$ cat src/rtl/row_to_all_euclidean_distance_unit_macros.svh
// Assertion macros shared by the distance unit RTL files.
// Each macro expects signals named clk and arst_n in the enclosing module.
`ifndef ROW_TO_ALL_EUCLIDEAN_DISTANCE_UNIT_MACROS_SVH
`define ROW_TO_ALL_EUCLIDEAN_DISTANCE_UNIT_MACROS_SVH

// Condition must never be true outside reset
`define EUCD_ASSERT_NEVER(lbl, cond, msg) \
	lbl: assert property (@(posedge clk) disable iff (!arst_n) !(cond)) else $error(msg);

// Antecedent implies consequent in the same cycle
`define EUCD_ASSERT_IMPL(lbl, ante, cons, msg) \
	lbl: assert property (@(posedge clk) disable iff (!arst_n) (ante) |-> (cons)) else $error(msg);

// Antecedent implies consequent in the next cycle
`define EUCD_ASSERT_NEXT(lbl, ante, cons, msg) \
	lbl: assert property (@(posedge clk) disable iff (!arst_n) (ante) |=> (cons)) else $error(msg);

`endif

$ cat src/rtl/eucd_pkg.sv
// Shared constants, payload types and inter-module structs of the distance unit.
// No dependencies; the top, front, queue and back end files import this package.
package eucd_pkg;

	// Store geometry
	localparam int MAX_ROWS = 64;
	localparam int MAX_COLS = 16;
	localparam int DEPTH    = MAX_ROWS * MAX_COLS;
	localparam int ADDR_W   = $clog2(DEPTH);

	// Field widths
	localparam int ROW_W     = 6;
	localparam int COL_W     = 4;
	localparam int VAL_W     = 16;
	localparam int DIST_W    = 18;
	localparam int NROW_W    = 7;
	localparam int NCOL_W    = 5;
	localparam int CFG_W     = 7;
	localparam int CFG_IDX_W = 2;

	// Register indexes
	localparam logic [CFG_IDX_W-1:0] CFG_REF_ROW   = 2'd0;
	localparam logic [CFG_IDX_W-1:0] CFG_ROWS_USED = 2'd1;
	localparam logic [CFG_IDX_W-1:0] CFG_COLS_USED = 2'd2;

	// Register reset values
	localparam logic [ROW_W-1:0]  REF_ROW_RST   = '0;
	localparam logic [NROW_W-1:0] ROWS_USED_RST = 7'd64;
	localparam logic [NCOL_W-1:0] COLS_USED_RST = 5'd16;

	// Arithmetic widths: difference 17 bits, square below 2^32
	localparam int DIFF_W = VAL_W + 1;
	localparam int SQ_W   = 32;
	localparam int SUM_W  = SQ_W + $clog2(MAX_COLS);
	localparam int ROOT_W = (SUM_W + 1) / 2;
	localparam int RAD_W  = 2 * ROOT_W;
	localparam int REM_W  = ROOT_W + 2;
	localparam int STEP_W = $clog2(ROOT_W);
	localparam logic [DIST_W-1:0] DIST_MAX = '1;

	// Reference row buffer: columns in use never exceed the column register range
	localparam int NCOL_MAX = (MAX_COLS < 31) ? MAX_COLS : 31;
	localparam int REF_IW   = (NCOL_MAX > 1) ? $clog2(NCOL_MAX) : 1;

	// Row-sum queue between front and back
	localparam int Q_DEPTH = 2;
	localparam int QPTR_W  = $clog2(Q_DEPTH);
	localparam int QCNT_W  = $clog2(Q_DEPTH + 1);

	typedef struct packed {
		logic [ROW_W-1:0]        elem_row;
		logic [COL_W-1:0]        elem_col;
		logic signed [VAL_W-1:0] elem_value;
		logic                    load_done;
	} elem_t;

	typedef struct packed {
		logic [ROW_W-1:0]  out_row;
		logic [DIST_W-1:0] distance;
		logic              last_of_run;
	} result_t;

	// One finished sum of squares, front to back
	typedef struct packed {
		logic [ROW_W-1:0] row;
		logic [SUM_W-1:0] sum;
		logic             last;
	} row_sum_t;

	// Run settings, saturated, handed to the front at run start
	typedef struct packed {
		logic [ROW_W-1:0]  ref_row;
		logic              ref_ok;
		logic [NROW_W-1:0] nrows;
		logic [NCOL_W-1:0] ncols;
	} run_cfg_t;

	// Queue status seen by both sides
	typedef struct packed {
		logic [QCNT_W-1:0] count;
		logic              full;
		logic              empty;
	} queue_stat_t;

endpackage

$ cat src/rtl/eucd_back.sv
// Back end of the distance unit: digit-by-digit integer square root of each
// row sum, two radicand bits per cycle, then a one-cycle result strobe.
// Depends on eucd_pkg and the assertion macro header.
`include "row_to_all_euclidean_distance_unit_macros.svh"

module eucd_back import eucd_pkg::*; (
	input  logic        clk,
	input  logic        arst_n,
	input  queue_stat_t qstat,
	input  row_sum_t    pop_data,
	output logic        pop,
	output result_t     result,
	output logic        result_valid,
	output logic        busy
);

	logic              busy_q;
	logic [RAD_W-1:0]  rad_q;
	logic [REM_W-1:0]  rem_q;
	logic [ROOT_W-1:0] root_q;
	logic [STEP_W-1:0] step_q;
	logic [ROW_W-1:0]  row_q;
	logic              last_q;
	result_t           result_q;
	logic              valid_q;

	logic [REM_W+1:0]  cand;
	logic [REM_W+1:0]  trial;
	logic              ge;
	logic [REM_W-1:0]  rem_n;
	logic [ROOT_W-1:0] root_n;
	logic [DIST_W-1:0] dist_n;
	logic              final_step;

	assign pop = !busy_q && !qstat.empty;

	// One root digit per cycle
	assign cand   = {rem_q, rad_q[RAD_W-1 -: 2]};
	assign trial  = (REM_W + 2)'({root_q, 2'b01});
	assign ge     = (cand >= trial);
	assign rem_n  = ge ? REM_W'(cand - trial) : REM_W'(cand);
	assign root_n = {root_q[ROOT_W-2:0], ge};
	assign dist_n = (32'(root_n) > 32'(DIST_MAX)) ? DIST_MAX : DIST_W'(root_n);
	assign final_step = (step_q == STEP_W'(ROOT_W - 1));

	// Control: take a sum, iterate, drop busy on the last digit
	always_ff @(posedge clk or negedge arst_n) begin
		if (!arst_n) begin
			busy_q  <= 1'b0;
			valid_q <= 1'b0;
		end else begin
			valid_q <= busy_q && final_step;
			if (pop) begin
				busy_q <= 1'b1;
			end else if (busy_q && final_step) begin
				busy_q <= 1'b0;
			end
		end
	end

	// Datapath
	always_ff @(posedge clk) begin
		if (pop) begin
			rad_q  <= RAD_W'(pop_data.sum);
			rem_q  <= '0;
			root_q <= '0;
			step_q <= '0;
			row_q  <= pop_data.row;
			last_q <= pop_data.last;
		end else if (busy_q) begin
			rad_q  <= {rad_q[RAD_W-3:0], 2'b00};
			rem_q  <= rem_n;
			root_q <= root_n;
			step_q <= step_q + STEP_W'(1);
		end
		if (busy_q && final_step) begin
			result_q.out_row     <= row_q;
			result_q.distance    <= dist_n;
			result_q.last_of_run <= last_q;
		end
	end

	assign result       = result_q;
	assign result_valid = valid_q;
	assign busy         = busy_q;

	`EUCD_ASSERT_NEXT(a_strobe_single, result_valid, !result_valid,
		"back: result strobe on two consecutive cycles")

endmodule
$ cat config.mk
export PLATFORM = sky130hd
export DESIGN_NAME = eucd_back
export DESIGN_NICKNAME = d
export VERILOG_FILES = /design/src/rtl/eucd_pkg.sv /design/src/rtl/eucd_back.sv
export VERILOG_INCLUDE_DIRS = /design/src /design/src/rtl
export SDC_FILE = /design/constraint.sdc
export NUM_CORES = 1
export LEC_CHECK = 0
export BUFFER_PORTS_ARGS = -buffer_cell sky130_fd_sc_hd__buf_2
export CAP_MARGIN = 10
export CORE_MARGIN = 1
export CORE_UTILIZATION = 45
export DETAILED_ROUTE_END_ITERATION = 12
export GPL_ROUTABILITY_DRIVEN = 0
export PLACE_DENSITY = 0.69
export REMOVE_ABC_BUFFERS = 1
export SYNTH_ARGS = -nofsm -noshare
export SYNTH_HDL_FRONTEND = slang
export SYNTH_SLANG_ARGS = --single-unit
$ cat constraint.sdc
create_clock -name clk -period 5.25 [get_ports clk]
set_input_delay 0 -clock clk [delete_from_list [all_inputs] [get_ports clk]]
set_output_delay 0 -clock clk [all_outputs]
set_load 0.01 [all_outputs]
==> report_table.html, run 1 <==
<table>
<tr><th>Metric</th><th>Value</th></tr>
<tr><th colspan="2">Detailed routing</th></tr>
<tr><td>Vias per cell</td><td>5.13</td></tr>
<tr><td>Highest metal layer with signal wires</td><td>met4</td></tr>
<tr><td>Met2 wire length</td><td>5400 um</td></tr>
<tr><td>Post-Route WL</td><td>around 11000 um</td></tr>
<tr><td>Routed wl met3</td><td>~580 um</td></tr>
<tr><td>DRC</td><td>0</td></tr>
<tr><td>Iter 0 DRT Violations</td><td>between 200 and 250</td></tr>
<tr><td>M1 WL</td><td>approximately 4700 um</td></tr>
<tr><td>Vias post-DR</td><td>3763</td></tr>
<tr><td>Detailed-router iteration count before antenna repair</td><td>4</td></tr>
<tr><td>Final routed wire length divided by cell count</td><td>between 10 and 15 um</td></tr>
<tr><td>Antenna violation net count after detailed routing</td><td>0</td></tr>
<tr><th colspan="2">Timing</th></tr>
<tr><td>Normalized max-slew margin</td><td>21.5%</td></tr>
<tr><td>Upper clock frequency limit</td><td>approximately 300 MHz</td></tr>
<tr><td>Hold Violations, Final</td><td>0</td></tr>
<tr><td>Unrepaired setup endpoints after global routing</td><td>false</td></tr>
<tr><td>Final setup violation count</td><td>0</td></tr>
<tr><td>Setup slack after layout</td><td>~2 ns</td></tr>
<tr><td>Setup TNS Final</td><td>0 ns</td></tr>
<tr><td>Final cycle utilization of the critical path</td><td>62.0%</td></tr>
<tr><td>Worst Clk Skew</td><td>0.0111 ns</td></tr>
<tr><td>Worst hold slack</td><td>~0.066 ns</td></tr>
<tr><td>Final critical delay including setup and external delays</td><td>about 3.3 ns</td></tr>
<tr><td>Worst Tran Pin Value</td><td>roughly 1.2 ns</td></tr>
<tr><td>Max-slew violation total from the final report</td><td>0</td></tr>
<tr><th colspan="2">CTS</th></tr>
<tr><td>Clock transition time at the flip-flop clock pins of the worst setup and hold paths</td><td>roughly 0.060 ns</td></tr>
<tr><td>Setup bufs post-CTS</td><td>0</td></tr>
<tr><td>TritonCTS buffer count</td><td>17</td></tr>
<tr><td>CTS root buf</td><td>sky130_fd_sc_hd__clkbuf_16</td></tr>
<tr><td>Num Clock Sinks</td><td>between 100 and 150</td></tr>
<tr><td>Clock tree from TritonCTS</td><td>built</td></tr>
<tr><td>Number of levels in the clock H-tree</td><td>4</td></tr>
<tr><td>Number of gates given a new drive strength after cts</td><td>0</td></tr>
<tr><td>Clock network latency to the later pin of the worst-skew pair</td><td>0.42 ns</td></tr>
<tr><td>Maximum buffer depth of the clock tree</td><td>2</td></tr>
<tr><th colspan="2">Worst setup path</th></tr>
<tr><td>Worst EP required</td><td>roughly 5.5 ns</td></tr>
<tr><td>Worst-path maximum fanout</td><td>14</td></tr>
<tr><td>Slowest stage cell, crit path</td><td>sky130_fd_sc_hd__nor4_4</td></tr>
<tr><td>Crit Reg-Reg Startpoint</td><td>root_q[0]</td></tr>
<tr><td>Arr. time, crit path</td><td>around 3.5 ns</td></tr>
<tr><td>Crit path capture type</td><td>register</td></tr>
<tr><td>Setup slack of the most critical reg-to-reg path</td><td>around 2.0 ns</td></tr>
<tr><td>CP Cell Sequence</td><td>inv_1 -&gt; ha_1 -&gt; nor2b_4 -&gt; o31a_1 -&gt; o211ai_2 -&gt; a211oi_2 -&gt; o21ai_2 -&gt; a21oi_2 -&gt; nor4_4 -&gt; buf_4 -&gt; mux2i_1 -&gt; o21ai_1</td></tr>
<tr><td>Critical Path Start</td><td>root_q[0]</td></tr>
<tr><td>Longest individual stage delay on the worst path</td><td>a little over 0.6 ns</td></tr>
<tr><td>Critical path launch point type</td><td>register</td></tr>
<tr><td>Classification of the worst setup path</td><td>reg2reg</td></tr>
<tr><th colspan="2">Place</th></tr>
<tr><td>Quantity of I/O buffers inserted on ports</td><td>between 70 and 80</td></tr>
<tr><td>DP Wirelength</td><td>roughly 6700 um</td></tr>
<tr><td>DP Worst Slack</td><td>between 2 and 2.5 ns</td></tr>
<tr><td>Post-place instance area</td><td>5690 sq um</td></tr>
<tr><th colspan="2">GRT</th></tr>
<tr><td>Via count of the first global-routing pass</td><td>approximately 3800</td></tr>
<tr><td>Antenna violations before repair</td><td>0</td></tr>
<tr><td>First-pass GRT wire length</td><td>between 15000 and 20000 um</td></tr>
<tr><td>Largest net degree at the start of global routing</td><td>45</td></tr>
<tr><td>Overflow left after global routing</td><td>0</td></tr>
<tr><td>Global-route usage over all layers</td><td>19.8%</td></tr>
<tr><th colspan="2">Logic synthesis</th></tr>
<tr><td>Top_reg_cell synth</td><td>sky130_fd_sc_hd__edfxtp_1</td></tr>
<tr><td>Post-Synthesis Cells</td><td>roughly 460</td></tr>
<tr><td>Post-Synthesis Mean Instance Area</td><td>around 11 sq um</td></tr>
<tr><td>Top cells by area in the synthesized netlist</td><td>sky130_fd_sc_hd__edfxtp_1 39%, sky130_fd_sc_hd__dfxtp_1 17%, sky130_fd_sc_hd__mux2_2 7.4%</td></tr>
<tr><td>Count of flip-flops with a built-in enable after synthesis</td><td>68</td></tr>
<tr><td>Count of distinct cell types in the synthesized netlist</td><td>a little over 50</td></tr>
<tr><td>Total of flip-flops plus latches after synthesis</td><td>~110</td></tr>
<tr><td>Synth top cells by count</td><td>68 x sky130_fd_sc_hd__edfxtp_1, 68 x sky130_fd_sc_hd__nand2_1, 43 x sky130_fd_sc_hd__dfxtp_1</td></tr>
<tr><td>Largest area contributor in the netlist</td><td>sky130_fd_sc_hd__edfxtp_1</td></tr>
<tr><td>Portion of the post-synthesis area used by sequential elements</td><td>a little under three fifths</td></tr>
<tr><td>Yosys Warn Count</td><td>0</td></tr>
<tr><td>Post-synthesis instance area</td><td>5200 sq um</td></tr>
<tr><td>Top cell type's share of synthesized area</td><td>between 30 and 40%</td></tr>
<tr><td>Share of synthesized registers carrying an async set or reset</td><td>roughly 1.8%</td></tr>
<tr><th colspan="2">Pwr</th></tr>
<tr><td>Clk pwr share</td><td>26.0%</td></tr>
<tr><td>VDD IR-drop max</td><td>0.000517 V</td></tr>
<tr><td>Tot Pwr</td><td>around 4.7 mW</td></tr>
<tr><td>Power share of the combinational group</td><td>~41%</td></tr>
<tr><td>Leakage power of the design</td><td>2.92 nW</td></tr>
<tr><td>Sw power</td><td>between 1.5 and 2 mW</td></tr>
<tr><td>Pwr Density</td><td>700 nW/um^2</td></tr>
<tr><td>Internal power</td><td>a little over 3 mW</td></tr>
<tr><td>Share of total power in sequential cells</td><td>between 30% and 40%</td></tr>
<tr><td>Net switching share of the total power</td><td>a little over a third</td></tr>
<tr><th colspan="2">Worst hold path</th></tr>
<tr><td>Hold Crit Class</td><td>in2reg</td></tr>
<tr><td>Launch point of the worst hold path</td><td>qstat[0]</td></tr>
<tr><th colspan="2">Floorplan</th></tr>
<tr><td>Die Footprint</td><td>~12000 sq um</td></tr>
<tr><td>Number of top-level design ports</td><td>between 70 and 80</td></tr>
<tr><td># rows</td><td>38</td></tr>
<tr><td>Placeable core area</td><td>approximately 11000 sq um</td></tr>
<tr><td>Initial core utilization</td><td>roughly 47%</td></tr>
<tr><td>Die Span Y</td><td>roughly 110 um</td></tr>
<tr><td>X dimension of the die</td><td>approximately 110 um</td></tr>
<tr><th colspan="2">Run status</th></tr>
<tr><td>Status</td><td>finished clean</td></tr>
<tr><th colspan="2">Final layout</th></tr>
<tr><td>NumNets Final</td><td>651</td></tr>
<tr><td># diodes</td><td>0</td></tr>
<tr><td>Area added between synthesis and finish</td><td>30.4%</td></tr>
<tr><td>Number of filler cells placed in the layout</td><td>870</td></tr>
<tr><td>Area occupied by multi-input gates</td><td>about 2100 sq um</td></tr>
<tr><td>Register area</td><td>between 2000 and 3000 sq um</td></tr>
<tr><td>Fraction of layout cells with a size suffix above 1</td><td>a little over a quarter</td></tr>
<tr><td>Post-route cell area</td><td>roughly 6800 sq um</td></tr>
<tr><th colspan="2">Job</th></tr>
<tr><td>Max Cap Viol</td><td>0</td></tr>
</table>
[registers in the layout, indices dropped and copies added (netlist names)]
name / cells
rad_q: 36
result: 25
rem_q: 20
root_q: 18
row_q: 6
step_q: 5
busy: 1
last_q: 1
result_valid: 1
[repair_timing]
item / 4_1_cts / 5_1_grt
hold buffers: 45 / 0
endpoints found under the setup margin: 0 / 0
endpoints found under the hold margin: 45 / 0
[path summary, 6_finish.rpt]
kind	end	depth (start not counted)
min in group asynchronous	result_valid	3
setup reg to reg	rem_q[10]	12
hold / removal	root_q[14]	3
setup / recovery	rem_q[10]	12
max in group asynchronous	busy	3
hold reg to reg	result[20]	0
[cells by family after synthesis]
logic type	share of synthesized area, %
adder cells (fa/ha/maj)	5.30
multiplexers	11.1
buffers and inverters	3.71
flip-flops	56.8
XOR/XNOR	3.03
AO/OA/AOI/OAI	10.5
AND/OR/NAND/NOR	9.61
[routing by layer]
metal  track usage, %  vias to the layer above
li1                 -                     1873
met1             22.3                     1756
met2             33.8                      103
met3             6.94                       31
met4             8.86                        0
met5                0                        -
[worst max-delay path, delay by kind of cell (launching register included)]
family	cells	cell delay, ns
compound gates	6	0.93
simple gates	2	0.77
buf+inv	2	0.46
flops	1	0.35
fa+ha+maj	1	0.34
mux	1	0.24
[layout make-up]
cell class	count	share of cell area [%]
multi-input combinational	296	30.4
clock inverter	15	3.05
sequential	113	43.6
tap	140	2.58
inverter	30	1.66
timing repair buffer	122	12.5
clock buffer	17	6.28
[through the flow]
step / utilization (%) / instances
final: 61.4 / 733
after global routing: 61.4 / 733
after CTS: 61.4 / 733
after detailed placement: 51.6 / 656
after global placement: 51.6 / 656
after floorplan: - / 439
[power by group through the flow]
stage | sequential (mW) | clock (mW) | combinational [mW]
3_5_place_dp | 1.57 | 0 | 1.90
2_1_floorplan | 1.51 | 0 | 1.55
3_3_place_gp | 1.56 | 0 | 1.83
6_report | 1.56 | 1.23 | 1.95
5_1_grt | 1.60 | 1.28 | 2.21
4_1_cts | 1.56 | 1.25 | 1.95
[layout by cell type (no fill, tap or decap), drive strengths merged, types with 3 or more instances in the layout]
cell         netlist  layout
buf                4      77
nand2             68      68
edfxtp            68      68
o21ai             53      53
dlygate4sd3        0      45
dfxtp             43      43
mux2              36      36
inv               30      34
ha                22      22
a21oi             19      19
mux2i             17      17
clkbuf            13      17
nor2              15      15
xnor2             12      12
nor3               6       6
xor2               6       6
clkinv             0       5
o21a               4       4
nand4              4       4
nand3              4       4
bufinv             0       4
and2               3       3
or2                3       3
No activity file was read; power rests on OpenSTA's default activity.
==> inputs of run 2 (changes only) <==
- ABC_AREA: unset -> 1
- clock period: 5.25 -> 3.35 ns (I/O delays scaled with it)
==> report_table.html, run 2 <==
<table>
<tr><th>Metric</th><th>Value</th></tr>
<tr><th colspan="2">Worst setup path</th></tr>
<tr><td>Cell count of the worst reg-to-reg path</td><td>14 (was 12)</td></tr>
<tr><td>Endpoint of the most critical register-to-register path</td><td>rem_q[17] (was rem_q[10])</td></tr>
<tr><td>Worst-path maximum fanout</td><td>22 (was 14)</td></tr>
<tr><td>Classification of the worst setup path</td><td>reg2reg (unchanged)</td></tr>
<tr><td>Crit Reg-Reg Startpoint</td><td>root_q[15] (was root_q[0])</td></tr>
<tr><td>Crit path capture type</td><td>register (unchanged)</td></tr>
<tr><td>Critical path launch point type</td><td>register (unchanged)</td></tr>
<tr><td>Worst EP required</td><td>3.66 ns (was 5.51 ns)</td></tr>
<tr><td>Arr. time, crit path</td><td>2.70 ns (was 3.51 ns)</td></tr>
<tr><td>Setup slack of the most critical reg-to-reg path</td><td>0.96 ns (was 1.99 ns)</td></tr>
<tr><th colspan="2">Timing</th></tr>
<tr><td>Normalized max-slew margin</td><td>26.5% (was 21.5%)</td></tr>
<tr><td>Final setup violation count</td><td>0 (unchanged)</td></tr>
<tr><td>Unrepaired setup endpoints after global routing</td><td>false (unchanged)</td></tr>
<tr><td>Final critical delay including setup and external delays</td><td>2.39 ns (was 3.26 ns)</td></tr>
<tr><td>Worst Clk Skew</td><td>0.0113 ns (was 0.0111 ns)</td></tr>
<tr><td>Hold Violations, Final</td><td>0 (unchanged)</td></tr>
<tr><td>Worst Tran Pin Value</td><td>1.10 ns (was 1.18 ns)</td></tr>
<tr><td>Setup slack after layout</td><td>0.960 ns (was 1.99 ns)</td></tr>
<tr><td>Final cycle utilization of the critical path</td><td>71.3% (was 62.0%)</td></tr>
<tr><td>Upper clock frequency limit</td><td>418 MHz (was 307 MHz)</td></tr>
<tr><td>Setup TNS Final</td><td>0 ns (unchanged)</td></tr>
<tr><td>Max-slew violation total from the final report</td><td>0 (unchanged)</td></tr>
<tr><th colspan="2">Place</th></tr>
<tr><td>Quantity of I/O buffers inserted on ports</td><td>73 (unchanged)</td></tr>
<tr><td>DP Worst Slack</td><td>0.965 ns (was 2.03 ns)</td></tr>
<tr><td>DP Wirelength</td><td>7940 um (was 6650 um)</td></tr>
<tr><th colspan="2">Final layout</th></tr>
<tr><td>Post-route core utilization</td><td>59.5% (was 61.4%)</td></tr>
<tr><td>Number of filler cells placed in the layout</td><td>1067 (was 870)</td></tr>
<tr><td>Fraction of layout cells with a size suffix above 1</td><td>16.0% (was 26.3%)</td></tr>
<tr><td>Leading cell type in the layout, fill and taps excluded</td><td>sky130_fd_sc_hd__nand2_1 (was sky130_fd_sc_hd__buf_2)</td></tr>
<tr><td>Max FFs per register</td><td>36 (unchanged)</td></tr>
<tr><td>Register with the most flip-flops</td><td>rad_q (unchanged)</td></tr>
<tr><td>Area added between synthesis and finish</td><td>27.7% (was 30.4%)</td></tr>
<tr><td>Most used cells in the layout excluding fill and tap cells</td><td>272 x sky130_fd_sc_hd__nand2_1, 94 x sky130_fd_sc_hd__inv_1, 73 x sky130_fd_sc_hd__buf_2 (was 73 x sky130_fd_sc_hd__buf_2, 68 x sky130_fd_sc_hd__nand2_1, 68 x sky130_fd_sc_hd__edfxtp_1)</td></tr>
<tr><td>NumNets Final</td><td>881 (was 651)</td></tr>
<tr><td># diodes</td><td>0 (unchanged)</td></tr>
<tr><th colspan="2">Detailed routing</th></tr>
<tr><td>Vias per cell</td><td>4.83 (was 5.13)</td></tr>
<tr><td>Detailed-router iteration count before antenna repair</td><td>4 (unchanged)</td></tr>
<tr><td>DRC</td><td>0 (unchanged)</td></tr>
<tr><td>Final routed wire length divided by cell count</td><td>12.8 um (was 15.0 um)</td></tr>
<tr><td>M1 WL</td><td>5630 um (was 4710 um)</td></tr>
<tr><td>Post-Route WL</td><td>12700 um (was 11000 um)</td></tr>
<tr><td>Routed wl met3</td><td>609 um (was 575 um)</td></tr>
<tr><td>Iter 0 DRT Violations</td><td>273 (was 202)</td></tr>
<tr><td>Antenna violation net count after detailed routing</td><td>0 (unchanged)</td></tr>
<tr><td>Highest metal layer with signal wires</td><td>met4 (unchanged)</td></tr>
<tr><td>Met2 wire length</td><td>6070 um (was 5400 um)</td></tr>
<tr><td>Vias post-DR</td><td>4786 (was 3763)</td></tr>
<tr><th colspan="2">Logic synthesis</th></tr>
<tr><td>Yosys Warn Count</td><td>0 (unchanged)</td></tr>
<tr><td>Synth top cells by count</td><td>273 x sky130_fd_sc_hd__nand2_1, 94 x sky130_fd_sc_hd__inv_1, 68 x sky130_fd_sc_hd__edfxtp_1 (was 68 x sky130_fd_sc_hd__edfxtp_1, 68 x sky130_fd_sc_hd__nand2_1, 43 x sky130_fd_sc_hd__dfxtp_1)</td></tr>
<tr><td>Post-Synthesis Cells</td><td>686 (was 456)</td></tr>
<tr><td>Portion of the post-synthesis area used by sequential elements</td><td>52.1% (was 56.8%)</td></tr>
<tr><td>Top cells by area in the synthesized netlist</td><td>sky130_fd_sc_hd__edfxtp_1 36%, sky130_fd_sc_hd__nand2_1 18%, sky130_fd_sc_hd__dfxtp_1 15% (was sky130_fd_sc_hd__edfxtp_1 39%, sky130_fd_sc_hd__dfxtp_1 17%, sky130_fd_sc_hd__mux2_2 7.4%)</td></tr>
<tr><td>Post-synthesis instance area</td><td>5670 sq um (was 5200 sq um)</td></tr>
<tr><td>Count of flip-flops with a built-in enable after synthesis</td><td>68 (unchanged)</td></tr>
<tr><td>Share of synthesized registers carrying an async set or reset</td><td>1.77% (unchanged)</td></tr>
<tr><td>Library cell with the highest instance count after synthesis</td><td>sky130_fd_sc_hd__nand2_1</td></tr>
<tr><td>Count of distinct cell types in the synthesized netlist</td><td>35 (was 51)</td></tr>
<tr><td>Post-Synthesis Mean Instance Area</td><td>8.26 sq um (was 11.4 sq um)</td></tr>
<tr><td>Top cell type's share of synthesized area</td><td>36.0% (was 39.3%)</td></tr>
<tr><td>Top_reg_cell synth</td><td>sky130_fd_sc_hd__edfxtp_1 (unchanged)</td></tr>
<tr><td>Total of flip-flops plus latches after synthesis</td><td>113 (unchanged)</td></tr>
<tr><td>Largest area contributor in the netlist</td><td>sky130_fd_sc_hd__edfxtp_1 (unchanged)</td></tr>
<tr><th colspan="2">GRT</th></tr>
<tr><td>Global-route usage over all layers</td><td>21.1% (was 19.8%)</td></tr>
<tr><td>Via count of the first global-routing pass</td><td>4829 (was 3797)</td></tr>
<tr><td>First-pass GRT wire length</td><td>21400 um (was 17800 um)</td></tr>
<tr><td>Overflow left after global routing</td><td>0 (unchanged)</td></tr>
<tr><td>Antenna violations before repair</td><td>0 (unchanged)</td></tr>
<tr><td>Largest net degree at the start of global routing</td><td>44 (was 45)</td></tr>
<tr><th colspan="2">Worst hold path</th></tr>
<tr><td>Hold Crit Class</td><td>in2reg (unchanged)</td></tr>
<tr><td>Hold Crit Depth</td><td>2 (was 3)</td></tr>
<tr><td>Worst min-delay path endpoint</td><td>row_q[1] (was root_q[14])</td></tr>
<tr><td>Launch point of the worst hold path</td><td>pop_data[38] (was qstat[0])</td></tr>
<tr><th colspan="2">Floorplan</th></tr>
<tr><td>Placeable core area</td><td>12200 sq um (was 11000 sq um)</td></tr>
<tr><td>X dimension of the die</td><td>114 um (was 109 um)</td></tr>
<tr><td>Initial core utilization</td><td>46.6% (was 47.1%)</td></tr>
<tr><td>Number of top-level design ports</td><td>77 (unchanged)</td></tr>
<tr><td># rows</td><td>40 (was 38)</td></tr>
<tr><td>Die Span Y</td><td>114 um (was 109 um)</td></tr>
<tr><td>Die Footprint</td><td>13000 sq um (was 12000 sq um)</td></tr>
<tr><th colspan="2">CTS</th></tr>
<tr><td>Clock network latency to the later pin of the worst-skew pair</td><td>0.42 ns (about the same)</td></tr>
<tr><td>Maximum buffer depth of the clock tree</td><td>2 (unchanged)</td></tr>
<tr><td>Clock transition time at the flip-flop clock pins of the worst setup and hold paths</td><td>0.05 ns (was 0.06 ns)</td></tr>
<tr><td>TritonCTS buffer count</td><td>17 (unchanged)</td></tr>
<tr><td>Num Clock Sinks</td><td>113 (unchanged)</td></tr>
<tr><td>Clock tree from TritonCTS</td><td>built (unchanged)</td></tr>
<tr><td>Setup bufs post-CTS</td><td>0 (unchanged)</td></tr>
<tr><td>Number of levels in the clock H-tree</td><td>4 (unchanged)</td></tr>
<tr><td>CTS root buf</td><td>sky130_fd_sc_hd__clkbuf_16 (unchanged)</td></tr>
<tr><th colspan="2">Pwr</th></tr>
<tr><td>Pwr Density</td><td>1080 nW/um^2 (was 700 nW/um^2)</td></tr>
<tr><td>Leakage power of the design</td><td>3.60 nW (was 2.92 nW)</td></tr>
<tr><td>VDD IR-drop max</td><td>0.000565 V (was 0.000517 V)</td></tr>
<tr><th colspan="2">Run status</th></tr>
<tr><td>Status</td><td>finished clean (unchanged)</td></tr>
<tr><th colspan="2">Job</th></tr>
<tr><td>Max Cap Viol</td><td>0 (unchanged)</td></tr>
</table>
## run 2: cell count changes after synthesis, moves of 17 or more
| cell | delta |
|---|---|
| sky130_fd_sc_hd__nand2_1 | +205 |
| sky130_fd_sc_hd__inv_1 | +65 |
| sky130_fd_sc_hd__nand3_1 | +41 |
| sky130_fd_sc_hd__mux2_2 | -34 |
| sky130_fd_sc_hd__o21ai_0 | -27 |
| sky130_fd_sc_hd__o22ai_1 | +18 |
| sky130_fd_sc_hd__mux2i_1 | -17 |
## run 2: stage by stage
| stage | power, mW | hold WS (ns) | instances | area (sq um) |
|---|---|---|---|---|
| after global placement | 5.91 | -0.215 | 913 | 6180 |
| after global routing | 8.58 | 0.284 | 991 | 7240 |
| final | 7.84 | 0.290 | 991 | 7240 |
| after floorplan | 5.18 | -0.296 | 666 | 5560 |
| after detailed placement | 5.98 | -0.210 | 913 | 6180 |
| after CTS | 7.85 | 0.263 | 991 | 7240 |
## run 2: report_power, final
part / leakage, nW / switching, mW / total, mW / internal, mW
combinational: 2.22 / 2.30 / 3.71 / 1.40
clock: 0.291 / 0.630 / 1.79 / 1.16
sequential: 1.09 / 0.232 / 2.34 / 2.10
## run 2: how the worst max path moves through the flow
stage / startpoint / to / slack [ns] / cells past startpoint
3_3_place_gp: root_q[15] / rem_q[17] / 1.02 / 14
2_1_floorplan: busy / rem_q[10] / 0.09 / 5
3_5_place_dp: root_q[15] / rem_q[17] / 0.97 / 14
4_1_cts: root_q[15] / rem_q[17] / 0.96 / 14
5_1_grt: root_q[15] / rem_q[17] / 0.71 / 14
6_report: root_q[15] / rem_q[17] / 0.96 / 14
## run 2: logic make-up after synthesis
group	Yosys count	synth area share, %
flops	113	52.1
xor+xnor	8	1.24
buf+inv	117	8.35
simple gates	380	28.8
compound gates	46	4.64
fa+ha+maj	22	4.86
## run 2: routing by layer
metal  global-route usage, %  up-vias
met3                    5.93       34
li1                        -     2446
met5                       0        -
met1                    24.6     2165
met4                    11.9        0
met2                    35.1      141
## run 2: what timing repair did
item / 4_1_cts / 5_1_grt
resized for setup: 0 / 0
hold buffers: 46 / 0
hold endpoints to repair: 46 / 0
## run 2: final cells by class
type | instances | area, sq um | share of cell area, %
flip-flops and latches | 113 | 2950 | 40.8
well taps | 168 | 210 | 2.90
inverters | 97 | 364 | 5.03
clock buffers | 18 | 429 | 5.93
clock inverters | 14 | 165 | 2.28
multi-input cells | 456 | 2240 | 31.0
repair buffers | 125 | 871 | 12.0
## run 2: worst max-delay path: stages, from the launching register on
cell and delay, ns:
sky130_fd_sc_hd__dfxtp_1 0.32, sky130_fd_sc_hd__inv_1 0.08, sky130_fd_sc_hd__ha_1 0.36, sky130_fd_sc_hd__nand2_1 0.13, sky130_fd_sc_hd__inv_2 0.04, sky130_fd_sc_hd__nand2_1 0.05
sky130_fd_sc_hd__nand2_1 0.06, sky130_fd_sc_hd__nand2_1 0.06, sky130_fd_sc_hd__nand2_1 0.08, sky130_fd_sc_hd__nor2_4 0.47, sky130_fd_sc_hd__nand2_4 0.28, sky130_fd_sc_hd__nand2_1 0.19
sky130_fd_sc_hd__nand2_1 0.07, sky130_fd_sc_hd__nand2_1 0.06, sky130_fd_sc_hd__nand2_1 0.04
==> inputs of run 3 (changes only) <==
- PLACE_DENSITY: 0.69 -> 0.71
- clock period: 3.35 -> 2.1 ns (I/O delays scaled with it)
==> report_table.html, run 3 (synthesized netlist as in run 2, its figures left out) <==
<table>
<tr><th>Metric</th><th>Value</th></tr>
<tr><th colspan="2">Floorplan</th></tr>
<tr><td>Number of top-level design ports</td><td>77 (unchanged)</td></tr>
<tr><td>Placeable core area</td><td>12200 sq um (unchanged)</td></tr>
<tr><td>Initial core utilization</td><td>46.6% (unchanged)</td></tr>
<tr><td>Die Span Y</td><td>114 um (unchanged)</td></tr>
<tr><td># rows</td><td>40 (unchanged)</td></tr>
<tr><td>X dimension of the die</td><td>114 um (unchanged)</td></tr>
<tr><td>Die Footprint</td><td>13000 sq um (unchanged)</td></tr>
<tr><th colspan="2">Place</th></tr>
<tr><td>Post-place instance area</td><td>6260 sq um (was 6180 sq um)</td></tr>
<tr><td>DP Wirelength</td><td>8380 um (was 7940 um)</td></tr>
<tr><td>Dpl cells</td><td>920 (was 913)</td></tr>
<tr><td>Quantity of I/O buffers inserted on ports</td><td>73 (unchanged)</td></tr>
<tr><td>DP Worst Slack</td><td>0.0923 ns (was 0.965 ns)</td></tr>
<tr><th colspan="2">Pwr</th></tr>
<tr><td>Sw power</td><td>5.52 mW (was 3.17 mW)</td></tr>
<tr><td>Leakage power of the design</td><td>3.71 nW (was 3.60 nW)</td></tr>
<tr><td>Net switching share of the total power</td><td>40.3% (was 40.4%)</td></tr>
<tr><td>Pwr Density</td><td>1790 nW/um^2 (was 1080 nW/um^2)</td></tr>
<tr><td>Power share of the combinational group</td><td>49.6% (was 47.3%)</td></tr>
<tr><td>Internal power</td><td>8.19 mW (was 4.67 mW)</td></tr>
<tr><td>Clk pwr share</td><td>22.6% (was 22.9%)</td></tr>
<tr><td>VDD IR-drop max</td><td>0.000896 V (was 0.000565 V)</td></tr>
<tr><td>Share of total power in sequential cells</td><td>27.8% (was 29.8%)</td></tr>
<tr><th colspan="2">Detailed routing</th></tr>
<tr><td>Antenna violation net count after detailed routing</td><td>0 (unchanged)</td></tr>
<tr><td>Vias post-DR</td><td>4913 (was 4786)</td></tr>
<tr><td>Highest metal layer with signal wires</td><td>met4 (unchanged)</td></tr>
<tr><td>Detailed-router iteration count before antenna repair</td><td>6 (was 4)</td></tr>
<tr><td>Iter 0 DRT Violations</td><td>355 (was 273)</td></tr>
<tr><td>Routed wl met3</td><td>661 um (was 609 um)</td></tr>
<tr><td>Met2 wire length</td><td>7040 um (was 6070 um)</td></tr>
<tr><td>M1 WL</td><td>5790 um (was 5630 um)</td></tr>
<tr><td>DRC</td><td>0 (unchanged)</td></tr>
<tr><td>Final routed wire length divided by cell count</td><td>13.8 um (was 12.8 um)</td></tr>
<tr><td>Post-Route WL</td><td>13800 um (was 12700 um)</td></tr>
<tr><td>Vias per cell</td><td>4.91 (was 4.83)</td></tr>
<tr><th colspan="2">Worst setup path</th></tr>
<tr><td>Classification of the worst setup path</td><td>reg2reg (unchanged)</td></tr>
<tr><td>Critical Path Start</td><td>root_q[4] (was root_q[15])</td></tr>
<tr><td>Crit Reg-Reg Startpoint</td><td>root_q[4] (was root_q[15])</td></tr>
<tr><td>Endpoint of the most critical register-to-register path</td><td>rem_q[4] (was rem_q[17])</td></tr>
<tr><td>Worst setup path endpoint</td><td>rem_q[4] (was rem_q[17])</td></tr>
<tr><td>Crit path capture type</td><td>register (unchanged)</td></tr>
<tr><td>Critical path launch point type</td><td>register (unchanged)</td></tr>
<tr><td>Cell count of the worst reg-to-reg path</td><td>12 (was 14)</td></tr>
<tr><td>Setup slack of the most critical reg-to-reg path</td><td>0.06 ns (was 0.96 ns)</td></tr>
<tr><td>Worst EP required</td><td>2.39 ns (was 3.66 ns)</td></tr>
<tr><td>Worst-path maximum fanout</td><td>11 (was 22)</td></tr>
<tr><td>Arr. time, crit path</td><td>2.33 ns (was 2.70 ns)</td></tr>
<tr><th colspan="2">Timing</th></tr>
<tr><td>Normalized max-slew margin</td><td>67.3% (was 26.5%)</td></tr>
<tr><td>Final setup violation count</td><td>0 (unchanged)</td></tr>
<tr><td>Worst Tran Pin Value</td><td>0.489 ns (was 1.10 ns)</td></tr>
<tr><td>Max-slew violation total from the final report</td><td>0 (unchanged)</td></tr>
<tr><td>Worst Clk Skew</td><td>0.00754 ns (was 0.0113 ns)</td></tr>
<tr><td>Upper clock frequency limit</td><td>491 MHz (was 418 MHz)</td></tr>
<tr><td>Final critical delay including setup and external delays</td><td>2.04 ns (was 2.39 ns)</td></tr>
<tr><td>Setup slack after layout</td><td>0.0628 ns (was 0.960 ns)</td></tr>
<tr><td>Final cycle utilization of the critical path</td><td>97.0% (was 71.3%)</td></tr>
<tr><td>Worst hold slack</td><td>0.293 ns (was 0.290 ns)</td></tr>
<tr><td>Hold Violations, Final</td><td>0 (unchanged)</td></tr>
<tr><th colspan="2">CTS</th></tr>
<tr><td>TritonCTS buffer count</td><td>17 (unchanged)</td></tr>
<tr><td>Num Clock Sinks</td><td>113 (unchanged)</td></tr>
<tr><td>Maximum buffer depth of the clock tree</td><td>2 (unchanged)</td></tr>
<tr><td>Clock tree from TritonCTS</td><td>built (unchanged)</td></tr>
<tr><td>Clock transition time at the flip-flop clock pins of the worst setup and hold paths</td><td>0.06 ns (was 0.05 ns)</td></tr>
<tr><td>Number of levels in the clock H-tree</td><td>4 (unchanged)</td></tr>
<tr><td>Clock network latency to the later pin of the worst-skew pair</td><td>0.41 ns (was 0.42 ns)</td></tr>
<tr><td>CTS root buf</td><td>sky130_fd_sc_hd__clkbuf_16 (unchanged)</td></tr>
<tr><th colspan="2">GRT</th></tr>
<tr><td>Global-route usage over all layers</td><td>21.4% (was 21.1%)</td></tr>
<tr><td>Via count of the first global-routing pass</td><td>4870 (was 4829)</td></tr>
<tr><td>Largest net degree at the start of global routing</td><td>44 (unchanged)</td></tr>
<tr><td>First-pass GRT wire length</td><td>21700 um (was 21400 um)</td></tr>
<tr><td>Overflow left after global routing</td><td>0 (unchanged)</td></tr>
<tr><td>Antenna violations before repair</td><td>0 (unchanged)</td></tr>
<tr><th colspan="2">Final layout</th></tr>
<tr><td>Leading cell type in the layout, fill and taps excluded</td><td>sky130_fd_sc_hd__nand2_1 (unchanged)</td></tr>
<tr><td>Fraction of layout cells with a size suffix above 1</td><td>19.7% (was 16.0%)</td></tr>
<tr><td># diodes</td><td>0 (unchanged)</td></tr>
<tr><td>Most used cells in the layout excluding fill and tap cells</td><td>269 x sky130_fd_sc_hd__nand2_1, 94 x sky130_fd_sc_hd__inv_1, 73 x sky130_fd_sc_hd__buf_2 (was 272 x sky130_fd_sc_hd__nand2_1, 94 x sky130_fd_sc_hd__inv_1, 73 x sky130_fd_sc_hd__buf_2)</td></tr>
<tr><td>Register with the most flip-flops</td><td>rad_q (unchanged)</td></tr>
<tr><td>Post-route cell area</td><td>7640 sq um (was 7240 sq um)</td></tr>
<tr><td>Area added between synthesis and finish</td><td>34.9% (was 27.7%)</td></tr>
<tr><td>Number of standard cells in the layout, taps in and fillers out</td><td>1001 (was 991)</td></tr>
<tr><td>NumNets Final</td><td>891 (was 881)</td></tr>
<tr><td>Post-route core utilization</td><td>62.8% (was 59.5%)</td></tr>
<tr><td>Max FFs per register</td><td>36 (unchanged)</td></tr>
<tr><th colspan="2">Run status</th></tr>
<tr><td>Status</td><td>finished clean (unchanged)</td></tr>
<tr><th colspan="2">Worst hold path</th></tr>
<tr><td>Hold Crit Class</td><td>in2reg (unchanged)</td></tr>
<tr><th colspan="2">Job</th></tr>
<tr><td>Max Cap Viol</td><td>0 (unchanged)</td></tr>
</table>
-- run 3: cell type report --
class                      instances  area, sq um
clock buffer                      18          439
fill                             988         4520
tap                              168          210
inverter                          97          364
sequential                       113         2950
clock inverter                    14          199
timing repair buffer             134         1020
multi-input combinational        457         2460
-- run 3: how the worst min path moves through the flow --
stage              endpoint  cells past startpoint    startpoint  slack (ns)
2_1_floorplan          busy                      0        arst_n       -0.30
3_3_place_gp   result_valid                      1        arst_n       -0.22
3_5_place_dp   result_valid                      1        arst_n       -0.21
4_1_cts            row_q[2]                      2  pop_data[39]        0.28
5_1_grt            row_q[5]                      2  pop_data[42]        0.30
6_report             last_q                      2   pop_data[0]        0.29
-- run 3: per-layer routing --
layer  GRT usage (%)  vias to the layer above
met2            38.2                      153
met4            9.44                        0
li1                -                     2466
met1            24.4                     2271
met5               0                        -
met3            5.13                       23
-- run 3: power by group through the flow --
stage	Clock, mW	Combinational (mW)	Sequential, mW
after floorplan	0	4.56	3.71
after global placement	0	5.80	3.73
after detailed placement	0	5.93	3.76
after CTS	3.14	6.05	3.73
after global routing	3.23	7.65	3.90
final	3.10	6.80	3.81
-- run 3: worst max-delay path, stage by stage, from the launching register on --
cell	delay, ns
sky130_fd_sc_hd__dfxtp_1	0.33
sky130_fd_sc_hd__inv_1	0.08
sky130_fd_sc_hd__ha_1	0.35
sky130_fd_sc_hd__nand2_1	0.16
sky130_fd_sc_hd__nor2_2	0.20
sky130_fd_sc_hd__nand2_2	0.10
sky130_fd_sc_hd__nor2_4	0.11
sky130_fd_sc_hd__nor2_4	0.06
sky130_fd_sc_hd__buf_12	0.14
sky130_fd_sc_hd__nand2_4	0.16
sky130_fd_sc_hd__nand2_1	0.07
sky130_fd_sc_hd__nand3_1	0.08
sky130_fd_sc_hd__o21ai_1	0.06
-- run 3: timing repair --
item                                    CTS  global route
buffers inserted                          0             1
endpoints found under the setup margin    0            21
resized for setup                         0            30
hold buffers                             46             0
endpoints found under the hold margin    46             0
-- run 3: per-stage QoR --
step | power [mW] | setup TNS (ns)
after global routing | 14.8 | -0.0362
after CTS | 12.9 | 0
after floorplan | 8.27 | -108.63
final | 13.7 | 0
after detailed placement | 9.69 | 0
after global placement | 9.53 | 0
